## src/hdl/flowtot_pkg.sv

```systemverilog
// Shared types and constants for the flow pulse event totalizer.
// Holds the request and response word structs, opcode, link and register codes.
// No dependencies.
`default_nettype none

package flowtot_pkg;

   localparam int unsigned CsrAddrWidth = 4;
   localparam int unsigned CsrDataWidth = 32;

   typedef enum logic [1:0] {
      OP_PULSE  = 2'd0,
      OP_TICK   = 2'd1,
      OP_BUTTON = 2'd2
   } opcode_type;

   localparam logic [2:0] LINK_CONNECTED    = 3'd0;
   localparam logic [2:0] LINK_DISCONNECTED = 3'd2;

   localparam logic [1:0] REG_IDLE_SLEEP_LIMIT  = 2'd0;
   localparam logic [1:0] REG_QUIET_TICKS_LIMIT = 2'd1;
   localparam logic [1:0] REG_VOLUME_PER_PULSE  = 2'd2;

   localparam logic [15:0] SLEEP_LIMIT_RESET = 16'd60;
   localparam logic [7:0]  QUIET_LIMIT_RESET = 8'd2;
   localparam logic [31:0] VOL_PER_PULSE_RESET = 32'h0001_0000;

   typedef struct packed {
      logic [1:0] opcode;
      logic [2:0] link_state;
   } req_word_type;

   typedef struct packed {
      logic        is_drinking;
      logic        event_closed;
      logic [15:0] added_volume;
      logic [15:0] total_volume;
      logic [15:0] total_pulses;
      logic [15:0] event_count;
      logic        hibernate_request;
      logic        advertise_request;
   } rsp_word_type;

endpackage

`default_nettype wire

```

## src/hdl/flow_pulse_event_totalizer.sv

```systemverilog
// Top level of the flow pulse event totalizer: input register, event logic, result register.
// Depends on flowtot_pkg.
//
// Usage:
//   req channel (req_valid, req_stall, req_word) carries one event word: hall pulse,
//   one-second tick or button press, plus the radio link state.
//   rsp channel (rsp_valid, rsp_stall, rsp_word) returns exactly one result word per
//   event: drinking flag, close flag, added volume, running totals and requests.
//   csr port is APB-style, always ready: 0x0 sleep limit, 0x4 quiet limit,
//   0x8 volume per pulse (unsigned Q16.16). Write registers only while idle.
// Path: an accepted word passes the input register, then the result register, to rsp_valid.
// Throughput: one word per cycle while no result stalls; the close path (16x32 multiply,
//   saturate, 16-bit add) sits between the input register and the totals registers.
// Reset: synchronous; clears all counters and totals, loads register defaults.
// Stall: a stalled result holds; the input register still takes one more word,
//   then req_stall rises until the result is taken.
`default_nettype none

module flow_pulse_event_totalizer (
   input  wire logic                      clock,
   input  wire logic                      reset,
   input  wire logic                      req_valid,
   output logic                           req_stall,
   input  wire flowtot_pkg::req_word_type req_word,
   output logic                           rsp_valid,
   input  wire logic                      rsp_stall,
   output flowtot_pkg::rsp_word_type      rsp_word,
   input  wire logic                      csr_psel,
   input  wire logic                      csr_penable,
   input  wire logic                      csr_pwrite,
   input  wire logic [flowtot_pkg::CsrAddrWidth-1:0] csr_paddr,
   input  wire logic [flowtot_pkg::CsrDataWidth-1:0] csr_pwdata,
   output logic [flowtot_pkg::CsrDataWidth-1:0]      csr_prdata,
   output logic                           csr_pready
);
   import flowtot_pkg::*;

   logic [15:0] sleep_limit_ff;
   logic [7:0]  quiet_limit_ff;
   logic [31:0] vol_per_pulse_ff;

   logic        s1_valid_ff;
   req_word_type s1_word_ff;
   logic        rsp_valid_ff;
   rsp_word_type rsp_word_ff;
   rsp_word_type rsp_word_in;

   logic [15:0] idle_ticks_ff, idle_ticks_in;
   logic        drinking_ff, drinking_in;
   logic [15:0] pending_ff, pending_in;
   logic [15:0] event_pulses_ff, event_pulses_in;
   logic [15:0] volume_total_ff, volume_total_in;
   logic [15:0] pulse_total_ff, pulse_total_in;
   logic [15:0] closed_events_ff, closed_events_in;

   logic        advance;
   logic        fire;
   logic        csr_write;
   logic        closing;
   logic [47:0] product;
   logic [15:0] added_sat;
   logic [15:0] idle_work;
   logic        hib;
   logic        adv;

   assign advance   = !rsp_valid_ff || !rsp_stall;
   assign fire      = s1_valid_ff && advance;
   assign req_stall = s1_valid_ff && !advance;
   assign rsp_valid = rsp_valid_ff;
   assign rsp_word  = rsp_word_ff;

   // csr access
   assign csr_pready = 1'b1;
   assign csr_write  = csr_psel && csr_penable && csr_pwrite && csr_pready;

   always_comb begin
      case (csr_paddr[3:2])
         REG_IDLE_SLEEP_LIMIT:  csr_prdata = {16'd0, sleep_limit_ff};
         REG_QUIET_TICKS_LIMIT: csr_prdata = {24'd0, quiet_limit_ff};
         REG_VOLUME_PER_PULSE:  csr_prdata = vol_per_pulse_ff;
         default:               csr_prdata = '0;
      endcase
   end

   always_ff @(posedge clock) begin
      if (reset) begin
         sleep_limit_ff   <= SLEEP_LIMIT_RESET;
         quiet_limit_ff   <= QUIET_LIMIT_RESET;
         vol_per_pulse_ff <= VOL_PER_PULSE_RESET;
      end else if (csr_write) begin
         case (csr_paddr[3:2])
            REG_IDLE_SLEEP_LIMIT:  sleep_limit_ff   <= csr_pwdata[15:0];
            REG_QUIET_TICKS_LIMIT: quiet_limit_ff   <= csr_pwdata[7:0];
            REG_VOLUME_PER_PULSE:  vol_per_pulse_ff <= csr_pwdata;
            default: ;
         endcase
      end
   end

   // close volume: only reached without a same-tick merge, so the stored count is exact
   assign product   = {32'd0, event_pulses_ff} * {16'd0, vol_per_pulse_ff};
   assign added_sat = (product[47:32] != 16'd0) ? 16'hFFFF : product[31:16];

   always_comb begin
      pending_in       = pending_ff;
      event_pulses_in  = event_pulses_ff;
      drinking_in      = drinking_ff;
      idle_ticks_in    = idle_ticks_ff;
      volume_total_in  = volume_total_ff;
      pulse_total_in   = pulse_total_ff;
      closed_events_in = closed_events_ff;
      idle_work        = idle_ticks_ff;
      closing          = 1'b0;
      hib              = 1'b0;
      adv              = 1'b0;
      case (s1_word_ff.opcode)
         OP_PULSE: begin
            if (pending_ff != 16'hFFFF) pending_in = pending_ff + 16'd1;
         end
         OP_TICK: begin
            if (pending_ff != 16'd0) begin
               event_pulses_in = event_pulses_ff + pending_ff;
               pending_in      = 16'd0;
               drinking_in     = 1'b1;
               idle_work       = 16'd0;
            end
            closing = (idle_work > {8'd0, quiet_limit_ff}) && drinking_in;
            if (closing) begin
               drinking_in      = 1'b0;
               volume_total_in  = volume_total_ff + added_sat;
               pulse_total_in   = pulse_total_ff + event_pulses_ff;
               closed_events_in = closed_events_ff + 16'd1;
               event_pulses_in  = 16'd0;
            end
            if (s1_word_ff.link_state == LINK_CONNECTED) idle_work = 16'd0;
            hib           = (idle_work == sleep_limit_ff);
            idle_ticks_in = idle_work + 16'd1;
         end
         OP_BUTTON: begin
            idle_ticks_in = 16'd0;
            drinking_in   = 1'b0;
            adv           = (s1_word_ff.link_state == LINK_DISCONNECTED);
         end
         default: ;
      endcase
   end

   always_comb begin
      rsp_word_in.is_drinking       = drinking_in;
      rsp_word_in.event_closed      = closing;
      rsp_word_in.added_volume      = closing ? added_sat : 16'd0;
      rsp_word_in.total_volume      = volume_total_in;
      rsp_word_in.total_pulses      = pulse_total_in;
      rsp_word_in.event_count       = closed_events_in;
      rsp_word_in.hibernate_request = hib;
      rsp_word_in.advertise_request = adv;
   end

   always_ff @(posedge clock) begin
      if (reset) begin
         s1_valid_ff      <= 1'b0;
         rsp_valid_ff     <= 1'b0;
         idle_ticks_ff    <= '0;
         drinking_ff      <= 1'b0;
         pending_ff       <= '0;
         event_pulses_ff  <= '0;
         volume_total_ff  <= '0;
         pulse_total_ff   <= '0;
         closed_events_ff <= '0;
      end else begin
         if (!s1_valid_ff || advance) s1_valid_ff <= req_valid;
         if (advance) rsp_valid_ff <= s1_valid_ff;
         if (fire) begin
            idle_ticks_ff    <= idle_ticks_in;
            drinking_ff      <= drinking_in;
            pending_ff       <= pending_in;
            event_pulses_ff  <= event_pulses_in;
            volume_total_ff  <= volume_total_in;
            pulse_total_ff   <= pulse_total_in;
            closed_events_ff <= closed_events_in;
         end
      end
   end

   always_ff @(posedge clock) begin
      if (req_valid && !req_stall) s1_word_ff <= req_word;
      if (fire) rsp_word_ff <= rsp_word_in;
   end

   a_close_ends_drinking: assert property (@(posedge clock) disable iff (reset)
      rsp_valid_ff |-> !(rsp_word_ff.event_closed && rsp_word_ff.is_drinking))
      else $error("closed event still marked drinking");

   a_volume_only_on_close: assert property (@(posedge clock) disable iff (reset)
      (rsp_valid_ff && !rsp_word_ff.event_closed) |-> (rsp_word_ff.added_volume == 16'd0))
      else $error("added volume without a closed event");

   a_requests_exclusive: assert property (@(posedge clock) disable iff (reset)
      rsp_valid_ff |-> !(rsp_word_ff.hibernate_request && rsp_word_ff.advertise_request))
      else $error("hibernate and advertise in one word");

   a_count_advances: assert property (@(posedge clock) disable iff (reset)
      (fire && closing) |=> (closed_events_ff == $past(closed_events_ff) + 16'd1))
      else $error("event count did not advance on close");

   a_idle_hold_when_stalled: assert property (@(posedge clock) disable iff (reset)
      !fire |=> $stable(idle_ticks_ff) && $stable(pending_ff))
      else $error("state changed without an item");

endmodule

`default_nettype wire

```

## config.mk

```make
export PLATFORM = sky130hd
export DESIGN_NAME = flow_pulse_event_totalizer
export DESIGN_NICKNAME = d
export VERILOG_FILES = /design/src/hdl/flowtot_pkg.sv /design/src/hdl/flow_pulse_event_totalizer.sv
export SDC_FILE = /design/constraint.sdc
export NUM_CORES = 2
export LEC_CHECK = 0
export BUFFER_PORTS_ARGS = -buffer_cell sky130_fd_sc_hd__buf_2
export CAP_MARGIN = 20
export CORE_MARGIN = 2
export CORE_UTILIZATION = 24
export DETAILED_ROUTE_END_ITERATION = 8
export PLACE_DENSITY = 0.38
export SKIP_CTS_REPAIR_TIMING = 1
export SYNTH_ARGS = -nofsm -noshare
export SYNTH_HDL_FRONTEND = slang
export SYNTH_SLANG_ARGS = --single-unit
```

## constraint.sdc

```tcl
create_clock -name clock -period 9.3 [get_ports clock]
set_input_delay 0.93 -clock clock [delete_from_list [all_inputs] [get_ports clock]]
set_output_delay 0.93 -clock clock [all_outputs]
set_load 0.03 [all_outputs]
```

==> results.sh <==
export IMPL_tritoncts_num_buffers=34
export IMPL_rsz_0062_raised_after_global_routing="yes"
export IMPL_synthXorXnorAreaFrac=0.0335
export IMPL_synth_ff_type="dfxtp_1"
export IMPL_core_area_mm2=0.116
export IMPL_rows=125
export IMPL_avgSynthCellArea_um2=8.66
export IMPL_grt_antenna_before_repair=2
export IMPL_chipHeight_um=346
export IMPL_synth_warning_count=0
export IMPL_dr_first_iter_drc_count=1090
export IMPL_ys_async_sr_fraction=0
export IMPL_min_delay_path_class="reg2reg"
export IMPL_stdcell_count=5148
export IMPL_finalHoldViolations=0
export IMPL_max_cap_viol_count=0
export IMPL_ys_types=79
export IMPL_max_freq_mhz=106
export IMPL_fin_nets=4243
export IMPL_violated_checks="negative setup slack"
export IMPL_required_ps=9600
export IMPL_power_density_cell_area_mw_per_mm2=72.5
export IMPL_place_detailed_instances=5065
export IMPL_cts_sinks=228
export IMPL_combinational_family_with_the_most_area_after_synthesis="adder cells"
export IMPL_detailed_place_hpwl_um=74900
export IMPL_critical_path_endpoint_type="flop"
export IMPL_syn_cell_area_mm2=0.0280
export IMPL_layout_setup_ws_ps=-117
export IMPL_synth_compound_gate_area_share=0.0876
export IMPL_total_power_mw=2.53
export IMPL_grt_util_all_layers=0.159
export IMPL_chipWidth_um=346
export IMPL_post_synth_fa_ha_maj_area_fraction=0.379
export IMPL_global_route_usage_met2=0.267
export IMPL_netlist_top_cells_area="fa_1, dfxtp_1, ha_1, edfxtp_1, and2_1"
export IMPL_tightest_slew_ps=1100
export IMPL_port_buffers=147
export IMPL_clk_pin_slew_worst_paths_ps=50
export IMPL_wl_per_cell_um=18.3
export IMPL_worst_setup_path_start_kind="flop"
export IMPL_crit_fanout=7
export IMPL_start_util=0.242
export IMPL_max_slew_margin_rel=0.262
export IMPL_critical_path_class="reg2reg"
export IMPL_grt_met1_usage=0.221
export IMPL_grt_busiest_layer="met2"
export IMPL_timing_final_crit_share=1.01
export IMPL_worst_skew_pair_late_latency_ps=580
export IMPL_post_synth_and_or_nand_nor_area_fraction=0.212
export IMPL_gr_usage_met3=0.0184
export IMPL_grt_overflow_total=0
export IMPL_status="finished with violations"
export IMPL_syn_nets=3879
export IMPL_clock_tree_from_tritoncts="built"
export IMPL_crit_arrival_ps=9720
export IMPL_cts_max_level=2
export IMPL_synth_mux_area_fraction=0.0108
export IMPL_grt_pass1_wl_um=147000
export IMPL_drt_via_density=4.37
export IMPL_most_instantiated_cells_after_synthesis="nand2_1, inv_1, fa_1, and2_1, nor2_1"
export IMPL_post_route_util=0.301
export IMPL_synth_largest_type_area_fraction=0.300
export IMPL_synth_sequential_area_ratio=0.189
export IMPL_critical_path_max_stage_delay_ps=580
export IMPL_drtAntennaViolNets=0
export IMPL_timing_critical_path_mode_cell="fa_1"
export IMPL_wirelength_um=94300
export IMPL_ir_drop_v=0.0000961
export IMPL_postPlaceCellArea_mm2=0.0331
export IMPL_die_area_mm2=0.119
export IMPL_first_global_vias=24300
export IMPL_place_gp_congestion=0.785
export IMPL_finalHoldWorstSlack_ps=478
export IMPL_post_synth_top_area_cell="fa_1"
export IMPL_largest_net_degree_at_the_start_of_global_routing=68
export IMPL_route_vias_total=22500
export IMPL_drc_errors=0
export IMPL_synth_enable_flop_cells=73
export IMPL_top_level_ports=151
export IMPL_leakagePower_nw=15.6
export IMPL_first_pass_iters=5
export IMPL_fin_worst_skew_ps=30.9
export IMPL_max_clock_path_buffers=3
export IMPL_timing_critical_path_slowest_stage_cell="fa_1"
export IMPL_area_growth_synth_to_final_pct=24.7
export IMPL_dp_slack_ps=-989
export IMPL_slew_violations=0
export IMPL_final_layout_size_suffix_gt1_frac=0.188
export IMPL_final_period_minus_worst_setup_slack_ps=9420
export IMPL_synth_cells=3234
export IMPL_post_route_cell_area_mm2=0.0349
export IMPL_post_synth_top_count_cell="nand2_1"
export IMPL_ys_seq_elements=228
export IMPL_setup_tns_ps=-565
export IMPL_timing_final_setup_violations=6
export IMPL_cts_root_buffer_cell="clkbuf_16"
==> final timing paths <==
| check | startpoint | endpoint | slack, ps | depth (start not counted) |
|---|---|---|---|---|
| max | vol_per_pulse_ff[9] | rsp_word[49] | -120 | 37 |
| min | volume_total_ff[8] | volume_total_ff[8] | 480 | 2 |
| max reg2reg | vol_per_pulse_ff[9] | rsp_word[49] | -120 | 37 |
| min reg2reg | volume_total_ff[8] | volume_total_ff[8] | 480 | 2 |
==> worst max-delay path, delay by kind of cell (launching register included) <==
family                     cells  cell delay [ps]
AOI/OAI and AO/OA             14             2560
adders and majority gates      8             3640
buffers and inverters          7              730
DFF                            1              360
and+or+nand+nor                8             1840
==> flip-flops by register name, indices dropped and copies added (netlist names), 5 cells and up <==
name              cells
pending_ff           16
idle_ticks_ff        16
quiet_limit_ff        8
closed_events_ff     16
volume_total_ff      16
pulse_total_ff       16
vol_per_pulse_ff     32
event_pulses_ff      16
s1_word_ff            5
rsp_word             68
sleep_limit_ff       16
==> power breakdown <==
group	leakage [nW]	switching [mW]	internal (mW)	total (mW)
combinational	13.2	0.131	0.0574	0.189
clock	0.517	0.534	0.740	1.27
sequential	1.96	0.0179	1.05	1.07
==> area by class of cell <==
class	count	area, µm²
Fill cell	12400	81000
Multi-Input combinational cell	2361	20800
Sequential cell	228	5350
Timing Repair Buffer	497	4040
Tap cell	1524	1910
Inverter	476	1790
Clock buffer	50	992
Clock inverter	11	63.8
Antenna cell	1	2.50
==> metal layers <==
metal	wire, µm	vias to the layer above
met5	0	-
met4	1430	0
met3	2920	65
met2	44000	299
met1	45900	11200
li1	-	10900
==> kinds of logic (layout without fill, tap and decap cells) <==
kind of cell,after synthesis,after routing
compound gates,396,396
xor+xnor,107,107
fa+ha+maj,597,597
buf+inv,645,1034
flops,228,228
mux,30,30
other cells,1,2
simple gates,1230,1230
==> cell usage in the layout, fill, tap and decap left out, drive strengths merged, types with 5 or more instances in the layout <==
| master | count |
|---|---|
| nand2 | 514 |
| dfxtp | 155 |
| a22oi | 15 |
| xnor2 | 67 |
| xor2 | 40 |
| fa | 420 |
| and2 | 311 |
| a31oi | 19 |
| nand3 | 44 |
| and4 | 6 |
| o21ai | 85 |
| a21o | 30 |
| or2 | 8 |
| o32ai | 7 |
| or3 | 21 |
| mux2i | 29 |
| o211ai | 5 |
| nor4bb | 6 |
| a21oi | 153 |
| clkinv | 7 |
| buf | 495 |
| a211oi | 9 |
| a2111oi | 5 |
| o21bai | 16 |
| o21a | 12 |
| and3 | 19 |
| nor2b | 9 |
| nor3 | 42 |
| edfxtp | 73 |
| nor2 | 188 |
| nand4 | 25 |
| clkbuf | 52 |
| ha | 177 |
| inv | 479 |
| nand2b | 18 |
| nor4 | 7 |
Power figures use the tool's default switching activity.
